==> src/design/assert_macros.svh <==
// Assertion macros used by the top-level design file.
`ifndef ASSERT_MACROS_SVH
`define ASSERT_MACROS_SVH

// Same-cycle implication, disabled while reset is active.
`define GPC_ASSERT_NOW(label, clk, rst_n, ante, cons, msg) \
    label: assert property (@(posedge clk) disable iff (!rst_n) (ante) |-> (cons)) \
        else $error(msg);

// Next-cycle implication, disabled while reset is active.
`define GPC_ASSERT_NEXT(label, clk, rst_n, ante, cons, msg) \
    label: assert property (@(posedge clk) disable iff (!rst_n) (ante) |=> (cons)) \
        else $error(msg);

`endif

==> src/design/gpc_pkg.sv <==
// Package: shared types and constants of the grid path cost block.
`timescale 1ns / 1ps

package gpc_pkg;

    localparam int COST_W     = 16;
    localparam int PATH_W     = 27;
    localparam int STORE_W    = 28;
    localparam int CFG_DATA_W = 11;
    localparam int CFG_IDX_W  = 1;

    localparam logic [CFG_IDX_W-1:0] REG_GRID_SIZE = 1'd0;
    localparam logic [CFG_IDX_W-1:0] REG_FIND_MAX  = 1'd1;

    typedef struct packed {
        logic [COST_W-1:0] cell_cost;
    } cell_in_t;

    typedef struct packed {
        logic [PATH_W-1:0] path_cost;
        logic              grid_done;
    } cost_out_t;

    // Position flags of a cell, travel with it through the pipeline.
    typedef struct packed {
        logic first_row;
        logic first_col;
        logic last_cell;
        logic find_max;
    } cell_tag_t;

endpackage

==> src/design/gpc_seq.sv <==
// Sequencer: configuration registers and row/column position counters.
`timescale 1ns / 1ps

module gpc_seq #(
    parameter int GRID_MAX = 1024
) (
    input  logic                            clk,
    input  logic                            rst_n,
    input  logic                            cfg_we,
    input  logic [gpc_pkg::CFG_IDX_W-1:0]   cfg_index,
    input  logic [gpc_pkg::CFG_DATA_W-1:0]  cfg_data,
    input  logic                            advance,
    output logic [$clog2(GRID_MAX)-1:0]     col,
    output gpc_pkg::cell_tag_t              tag
);

    localparam int IDX_W  = $clog2(GRID_MAX);
    localparam int SIZE_W = ($clog2(GRID_MAX + 1) > gpc_pkg::CFG_DATA_W) ?
                            $clog2(GRID_MAX + 1) : gpc_pkg::CFG_DATA_W;
    localparam int RST_SIZE = (GRID_MAX < 1024) ? GRID_MAX : 1024;
    localparam logic [IDX_W-1:0] RST_LAST = IDX_W'(RST_SIZE - 1);

    logic [IDX_W-1:0]  last_reg, last_next;
    logic              max_reg, max_next;
    logic [IDX_W-1:0]  col_reg, col_next;
    logic [IDX_W-1:0]  row_reg, row_next;
    logic [SIZE_W-1:0] size_req;
    logic [SIZE_W-1:0] size_eff;
    logic              col_end;
    logic              row_end;

    // Clamp the requested size to 1..GRID_MAX.
    always_comb
    begin
        size_req = SIZE_W'(cfg_data);
        if (size_req == '0)
        begin
            size_eff = SIZE_W'(1);
        end
        else if (size_req > SIZE_W'(GRID_MAX))
        begin
            size_eff = SIZE_W'(GRID_MAX);
        end
        else
        begin
            size_eff = size_req;
        end
    end

    assign col_end = (col_reg == last_reg);
    assign row_end = (row_reg == last_reg);

    always_comb
    begin
        last_next = last_reg;
        max_next  = max_reg;
        col_next  = col_reg;
        row_next  = row_reg;
        if (cfg_we)
        begin
            case (cfg_index)
                gpc_pkg::REG_GRID_SIZE:
                begin
                    last_next = IDX_W'(size_eff - SIZE_W'(1));
                    col_next  = '0;
                    row_next  = '0;
                end
                gpc_pkg::REG_FIND_MAX:
                begin
                    max_next = cfg_data[0];
                end
                default:
                begin
                    max_next = max_reg;
                end
            endcase
        end
        else if (advance)
        begin
            if (col_end)
            begin
                col_next = '0;
                row_next = row_end ? '0 : row_reg + IDX_W'(1);
            end
            else
            begin
                col_next = col_reg + IDX_W'(1);
            end
        end
    end

    always_ff @(posedge clk or negedge rst_n)
    begin
        if (!rst_n)
        begin
            last_reg <= RST_LAST;
            max_reg  <= 1'b0;
            col_reg  <= '0;
            row_reg  <= '0;
        end
        else
        begin
            last_reg <= last_next;
            max_reg  <= max_next;
            col_reg  <= col_next;
            row_reg  <= row_next;
        end
    end

    assign col           = col_reg;
    assign tag.first_row = (row_reg == '0);
    assign tag.first_col = (col_reg == '0);
    assign tag.last_cell = col_end && row_end;
    assign tag.find_max  = max_reg;

endmodule

==> config.mk <==
export PLATFORM = sky130hd
export DESIGN_NAME = gpc_seq
export DESIGN_NICKNAME = d
export VERILOG_FILES = /design/src/design/assert_macros.svh /design/src/design/gpc_pkg.sv /design/src/design/gpc_seq.sv
export SDC_FILE = /design/constraint.sdc
export NUM_CORES = 1
export LEC_CHECK = 0
export ABC_AREA = 1
export BUFFER_PORTS_ARGS = -buffer_cell sky130_fd_sc_hd__buf_4
export CAP_MARGIN = 40
export CORE_ASPECT_RATIO = 0.6
export CORE_MARGIN = 8
export CORE_UTILIZATION = 62
export DETAILED_ROUTE_END_ITERATION = 6
export PLACE_DENSITY = 0.85
export SLEW_MARGIN = 20
export SYNTH_ARGS = -nofsm -noshare
export SYNTH_HDL_FRONTEND = slang
export SYNTH_SLANG_ARGS = --single-unit
==> constraint.sdc <==
create_clock -name clk -period 5.4 [get_ports clk]
set_clock_uncertainty 0.2 [all_clocks]
set_input_delay 0.27 -clock clk [delete_from_list [all_inputs] [get_ports clk]]
set_output_delay 0.27 -clock clk [all_outputs]
set_load 0.02 [all_outputs]
==> load_flow_metrics.sql, run 1 <==
INSERT INTO impl_metrics (metric_group, metric, value, unit) VALUES
('logic_synthesis', 'yosys-mux-area-fraction', '0.505', '%'),
('power_and_ir_drop', 'flop_pwr_share', '40.3', '%'),
('logic_synthesis', 'number_of_register_bits_inferred_by_synthesis', '31', ''),
('power_and_ir_drop', 'power_per_cell_area', '279', 'nW/um^2'),
('min_path', 'min-delay-start', 'cfg_data[0]', ''),
('grt', 'grt_pass1_wl', '9.85', 'mm'),
('logic_synthesis', 'seq_area_frac_synth', '35.3', '%'),
('min_path', 'hold-path-cell-count', '2', ''),
('setup_path', 'worstRegToRegCells', '6', ''),
('clocking', 'cts_setup_buffers', '0', ''),
('sta', 'timing.final.hold_violations', '0', ''),
('power_and_ir_drop', 'leakage', '1.23', 'nW'),
('detailed_routing', 'vias_per_cell', '5.71', ''),
('detailed_routing', 'mean_routed_wirelength_per_cell', '15.5', 'microns'),
('setup_path', 'worst_path_largest_cell_delay', '0.45', 'ns'),
('setup_path', 'path_delay_family', 'simple AND/OR/NAND/NOR gates', ''),
('logic_synthesis', 'post_synth_most_frequent_cells', 'nand2_1 (80), nor2_1 (38), inv_1 (28)', ''),
('setup_path', 'path_max_fanout', '5', ''),
('floorplanning', 'boundaryPins', '30', ''),
('setup_path', 'cp_data_arrival_time', '1.88', 'ns'),
('sta', 'timing_max_transition_violations_final', '0', ''),
('clocking', 'post_cts_resized', '0', ''),
('place', 'portBuffers', '29', ''),
('clocking', 'holdBufCountCts', '1', ''),
('power_and_ir_drop', 'switching_share_of_power', '33.2', '%'),
('detailed_routing', 'routed_wl', '5.97', 'mm'),
('grt', 'grt_antenna_before_repair', '0', ''),
('sta', 'report.final.setup_viol', '0', ''),
('logic_synthesis', 'count_leader_synth', 'nand2_1', ''),
('sta', 'tns', '0', 'ns'),
('sta', 'slew-limit-headroom', '56.4', '%'),
('logic_synthesis', 'synthTopCellsByArea', 'dfrtp_1 (24%), nand2_1 (13%), dfstp_2 (12%), xor2_1 (8.2%), nor2_1 (6.4%)', ''),
('setup_path', 'worstPathRequired', '4.93', 'ns'),
('power_and_ir_drop', 'internal_power', '0.000484', 'W'),
('grt', 'grt_overflow', '0', ''),
('logic_synthesis', 'netlist_instances', '304', ''),
('setup_path', 'timing.setup.critical_path_class', 'flip-flop to output pin', ''),
('setup_path', 'setup.reg_to_reg.worst_slack', '3.34', 'ns'),
('logic_synthesis', 'yosysUniqueCellTypes', '37', ''),
('logic_synthesis', 'synth_top_cell_by_area', 'dfrtp_1', ''),
('sta', 'setup_repair_after_global_routing_missed_its_margin', 'false', ''),
('floorplanning', 'floorplan.core_area', '3550', 'sq um'),
('sta', 'tightest_slew', '0.652', 'ns'),
('status', 'run_status', 'complete, no violations', ''),
('clocking', 'cts_sinks', '31', ''),
('setup_path', 'regToRegStartpoint', 'last_reg[0]$_DFFE_PN1P_', ''),
('clocking', 'clk_pin_slew', '0.07', 'ns'),
('logic_synthesis', 'synth.avg_cell_area', '7.34', 'sq um'),
('clocking', 'cts-root-to-sink-buffers', '2', ''),
('final_layout', 'nNetsFinal', '357', ''),
('power_and_ir_drop', 'power_dissipated_by_switching_net_loads', '0.000241', 'W'),
('sta', 'holdWs', '0.0365', 'ns'),
('logic_synthesis', 'mappedNetlistArea', '2230', 'sq um'),
('logic_synthesis', 'yosys_synthesis_warning_count', '0', ''),
('power_and_ir_drop', 'pwr-share-clk', '33.4', '%'),
('setup_path', 'worst_setup_ep_type', 'output pin', ''),
('setup_path', 'worst-path-buf-inv', '2', ''),
('grt', 'gr-usage-all-layers', '21.1', '%'),
('place', 'hpwlAfterDp', '4.51', 'mm'),
('setup_path', 'startpoint', 'row_reg[6]$_DFFE_PN0P_', ''),
('clocking', 'cts-buffers-inserted', '5', ''),
('setup_path', 'critPathLaunchType', 'flip-flop', ''),
('logic_synthesis', 'asyncSetResetFlopFracSynth', '100', '%'),
('setup_path', 'rr_endpoint', 'row_reg[0]$_DFFE_PN0P_', ''),
('detailed_routing', 'drc', '0', ''),
('power_and_ir_drop', 'vdd_drop_max', '0.000220', 'V'),
('clocking', 'cts_root_buffer', 'clkbuf_8', ''),
('detailed_routing', 'route.vias.total', '2192', ''),
('setup_path', 'cp_num_cells', '6', ''),
('floorplanning', 'floorplan.die.height', '62.5', 'microns'),
('setup_path', 'worst_setup_path_endpoint', 'tag[1]', '');
-- power groups by stage --
stage	Sequential (W)	Combinational, W	Clock (W)
finish	0.000292	0.000191	0.000242
global route	0.000294	0.000210	0.000253
CTS	0.000291	0.000189	0.000243
detailed placement	0.000294	0.000184	0
global placement	0.000294	0.000178	0
floorplan	0.000291	0.000121	0
-- metal layers --
metal / track usage [%] / share of wire [%] / up-vias
met5: 0 / 0 / -
met4: 6.19 / 1.2 / 0
met3: 5.52 / 8.2 / 11
met2: 28.3 / 42 / 105
met1: 31.5 / 49 / 1026
li1: - / - / 1050
-- cells by family (layout without fill, tap and decap cells) --
kind of cell	Yosys count	in the layout
multiplexers	1	1
AND/OR/NAND/NOR	170	170
flip-flops	31	31
adder cells (fa/ha/maj)	5	5
buffers and inverters	38	71
XOR/XNOR	22	22
AO/OA/AOI/OAI	37	37
-- area by class of cell --
cell class,instances,area (sq um)
well taps,47,58.8
multi-input cells,235,1280
flip-flops and latches,31,788
inverters,33,124
repair buffers,30,228
clock buffers,6,82.6
fillers,291,956
clock inverters,2,35.0
-- stage by stage --
step                      instance area [sq um]  total power [W]  setup WS (ns)  util (%)  cells
final                                      2600         0.000724           3.05      73.1    384
after global routing                       2600         0.000758           2.96      73.1    384
after CTS                                  2600         0.000723           3.06      73.1    384
after detailed placement                   2470         0.000478           3.22      69.5    375
after global placement                     2470         0.000472           3.31      69.5    375
after floorplan                            2230         0.000411           3.26         -    304
-- worst min path at each step --
stage	end
2_1_floorplan	col[0]$_DFFE_PN0P_
3_3_place_gp	col[7]$_DFFE_PN0P_
6_report	max_reg$_DFFE_PN0P_
5_1_grt	max_reg$_DFFE_PN0P_
4_1_cts	max_reg$_DFFE_PN0P_
3_5_place_dp	col[5]$_DFFE_PN0P_
-- placed cells by master, fill, tap and decap left out, types with 4 or more instances in the layout --
master / count
o21ai_0: 18
o21ai_2: 6
inv_2: 4
inv_1: 28
ha_1: 5
dfrtp_1: 21
nand2_1: 80
buf_4: 29
nand3_1: 17
nor3_1: 18
clkbuf_8: 6
nor2_1: 38
a31oi_1: 4
dfstp_2: 10
xor2_1: 21
(Power assumes the default switching activity.)
==> run 2: changes to the inputs <==
--- a/config.mk
+++ b/config.mk
@@ -10,9 +10,9 @@
 export CAP_MARGIN = 40
 export CORE_ASPECT_RATIO = 0.6
 export CORE_MARGIN = 8
-export CORE_UTILIZATION = 62
+export CORE_UTILIZATION = 52
 export DETAILED_ROUTE_END_ITERATION = 6
-export PLACE_DENSITY = 0.85
+export PLACE_DENSITY = 0.76
 export SLEW_MARGIN = 20
 export SYNTH_ARGS = -nofsm -noshare
 export SYNTH_HDL_FRONTEND = slang
==> constraint.sdc (replaced) <==
create_clock -name clk -period 1.9 [get_ports clk]
set_clock_uncertainty 0.2 [all_clocks]
set_input_delay 0.095 -clock clk [delete_from_list [all_inputs] [get_ports clk]]
set_output_delay 0.095 -clock clk [all_outputs]
set_load 0.02 [all_outputs]
==> run 2 against run 1 <==
- the run now ends with setup timing left
- sequential share of layout area is 5.0 points lower
- sequential power grew to 2.8 times the previous value
- via count rose by 6.3%
- register-to-register slack got worse by 3.4 ns
- highest routed layer unchanged
==> load_flow_metrics.sql, run 2 (synthesized netlist as in run 1, its figures left out) <==
INSERT INTO impl_metrics (metric_group, metric, value, unit) VALUES
('setup_path', 'worst_path_largest_cell_delay', '0.56', 'ns'),
('detailed_routing', 'vias_per_cell', '5.33', ''),
('sta', 'tightest_slew', '0.489', 'ns'),
('power_and_ir_drop', 'leakage', '1.45', 'nW'),
('floorplanning', 'floorplan.core_area', '4120', 'sq um'),
('floorplanning', 'floorplan.initialDensity', '54.1', '%'),
('final_layout', 'layout_commonest_cell', 'nand2_1', ''),
('clocking', 'cts_sinks', '31', ''),
('grt', 'grt_pass1_wl', '10.6', 'mm'),
('min_path', 'hold_path.class', 'input pin to flip-flop', ''),
('grt', 'grt_start_max_net_pins', '32', ''),
('clocking', 'cts_tree', 'done', ''),
('clocking', 'cts-root-to-sink-buffers', '2', ''),
('setup_path', 'critPathLaunchType', 'flip-flop', ''),
('power_and_ir_drop', 'totalPowerFinal', '0.00208', 'W'),
('sta', 'fin_ws', '-0.156', 'ns'),
('detailed_routing', 'first_pass_iters', '6', ''),
('setup_path', 'path_max_fanout', '4', ''),
('power_and_ir_drop', 'pwr-share-comb', '36.7', '%'),
('sta', 'holdWs', '0.0125', 'ns'),
('final_layout', 'nNetsFinal', '397', ''),
('floorplanning', 'boundaryPins', '30', ''),
('place', 'place.gp.congestion', '0.897', ''),
('setup_path', 'worst_setup_ep_type', 'output pin', ''),
('sta', 'timing.final.crit_share', '108', '%'),
('place', 'dp_slack', '-0.00369', 'ns'),
('setup_path', 'worstPathRequired', '1.60', 'ns'),
('floorplanning', 'placement_rows', '18', ''),
('clocking', 'clk_pin_slew', '0.06', 'ns'),
('floorplanning', 'design.die.area', '6710', 'sq um'),
('setup_path', 'timing.setup.critical_path_class', 'flip-flop to output pin', ''),
('final_layout', 'finalCoreUtilization', '75.6', '%'),
('place', 'portBuffers', '29', ''),
('sta', 'timing.final.hold_violations', '0', ''),
('power_and_ir_drop', 'flop_pwr_share', '39.2', '%'),
('grt', 'grt_antenna_before_repair', '0', ''),
('power_and_ir_drop', 'internal_power', '0.00134', 'W'),
('sta', 'setup_repair_after_global_routing_missed_its_margin', 'true', ''),
('setup_path', 'cp_data_arrival_time', '1.76', 'ns'),
('grt', 'via_count_of_the_first_global_routing_pass', '2114', ''),
('clocking', 'cts-buffers-inserted', '5', ''),
('detailed_routing', 'drc', '0', ''),
('power_and_ir_drop', 'power_dissipated_by_switching_net_loads', '0.000744', 'W'),
('sta', 'fin_crit', '2.06', 'ns'),
('sta', 'report.final.setup_viol', '10', ''),
('setup_path', 'slowest_stage', 'dfstp_2', ''),
('final_layout', 'antenna_cells', '0', ''),
('sta', 'timing_max_transition_violations_final', '0', ''),
('power_and_ir_drop', 'vdd_drop_max', '0.000471', 'V'),
('detailed_routing', 'routed_wl', '6.60', 'mm'),
('sta', 'slew-limit-headroom', '67.0', '%'),
('detailed_routing', 'drt-initial-drc-count', '181', ''),
('detailed_routing', 'mean_routed_wirelength_per_cell', '15.1', 'microns'),
('clocking', 'cts.htree.levels', '2', ''),
('sta', 'achievable_freq', '486', 'MHz'),
('grt', 'gr-usage-all-layers', '20.3', '%'),
('floorplanning', 'die_span_in_x', '101', 'microns'),
('power_and_ir_drop', 'power_per_cell_area', '669', 'nW/um^2'),
('status', 'violated_checks', 'setup timing', ''),
('job', 'drv.max_cap_violation_count', '0', ''),
('detailed_routing', 'detail-route-antenna-nets', '0', ''),
('setup_path', 'crit_path_cell_trace', 'nand2_1 -> a22oi_2 -> nand3_2 -> nor4_4 -> buf_4', ''),
('detailed_routing', 'route.vias.total', '2330', ''),
('floorplanning', 'floorplan.die.height', '66.7', 'microns'),
('grt', 'grt_overflow', '0', ''),
('final_layout', 'area_growth_syn_to_layout', '39.7', '%'),
('clocking', 'cts_root_buffer', 'clkbuf_8', ''),
('status', 'run_status', 'complete, but fails checks', ''),
('final_layout', 'drive_gt1_share', '34.5', '%'),
('final_layout', 'layout_common_cells', 'nand2_1 (77), buf_4 (52), nor2_1 (32)', ''),
('power_and_ir_drop', 'switching_share_of_power', '35.7', '%'),
('place', 'hpwlAfterDp', '4.85', 'mm'),
('clocking', 'clock_latency', '0.28', 'ns'),
('power_and_ir_drop', 'pwr-share-clk', '24.0', '%');
==> run 2: cell count changes in the layout (fill, tap and decap cells not counted), moves of 4 or more <==
cell,delta
buf_4,+23
buf_6,+8
dlygate4sd3_1,+7
nor2_1,-6
nor3_1,-5
nor2_4,+4
nor3_2,+4
==> run 2: final cells by class <==
cell class | count | area [sq um]
fill | 309 | 1010
clock buffer | 7 | 76.3
timing repair buffer | 70 | 601
sequential | 31 | 790
tap | 60 | 75.1
inverter | 33 | 129
clock inverter | 1 | 5.00
multi-input combinational | 235 | 1440
==> run 2: through the flow <==
step | TNS [ns] | instances | area (sq um)
floorplan | 0 | 304 | 2240
global placement | 0 | 413 | 2700
detailed placement | -0.00369 | 413 | 2700
CTS | -0.156 | 432 | 2930
global route | -1.44 | 437 | 3120
finish | -0.301 | 437 | 3120
==> run 2: power groups by stage <==
stage	registers (W)	clock network, W	logic, W
floorplan	0.000826	0	0.000345
global placement	0.000821	0	0.000586
detailed placement	0.000822	0	0.000597
CTS	0.000811	0.000508	0.000653
global route	0.000823	0.000554	0.000831
finish	0.000818	0.000501	0.000766
==> run 2: worst max-delay path: cells and delay by family (launching register included) <==
family,cells,cell delay [ns]
flip-flops,1,0.56
AND/OR/NAND/NOR,3,0.53
AO/OA/AOI/OAI,1,0.21
buffers and inverters,1,0.18
==> run 2: repair_timing <==
item	4_1_cts	5_1_grt
hold buffers	8	0
cloned	0	0
resized for setup	9	40
pin swaps	5	15
endpoints found under the setup margin	3	20
endpoints found under the hold margin	38	0
buffers inserted	3	5
==> run 2: worst paths after layout <==
| check | start | endpoint | slack (ns) | cells past startpoint |
|---|---|---|---|---|
| worst max-delay path | last_reg[1]$_DFFE_PN1P_ | tag[1] | -0.16 | 5 |
| worst min-delay path | cfg_index | max_reg$_DFFE_PN0P_ | 0.01 | 3 |
| worst max register to register | last_reg[1]$_DFFE_PN1P_ | row_reg[9]$_DFFE_PN0P_ | -0.03 | 9 |
| worst min register to register | last_reg[9]$_DFFE_PN1P_ | last_reg[9]$_DFFE_PN1P_ | 0.30 | 2 |
| max in group asynchronous | rst_n | last_reg[1]$_DFFE_PN1P_ | 1.08 | 2 |
| min in group asynchronous | rst_n | row_reg[8]$_DFFE_PN0P_ | 0.08 | 2 |
==> run 2: layer usage <==
metal | GRT usage [%] | wire (microns) | vias up
met5 | 0 | 0 | -
met4 | 4.49 | 38 | 0
met3 | 5.20 | 583 | 5
met2 | 28.5 | 2840 | 111
met1 | 29.9 | 3140 | 1083
li1 | - | - | 1131
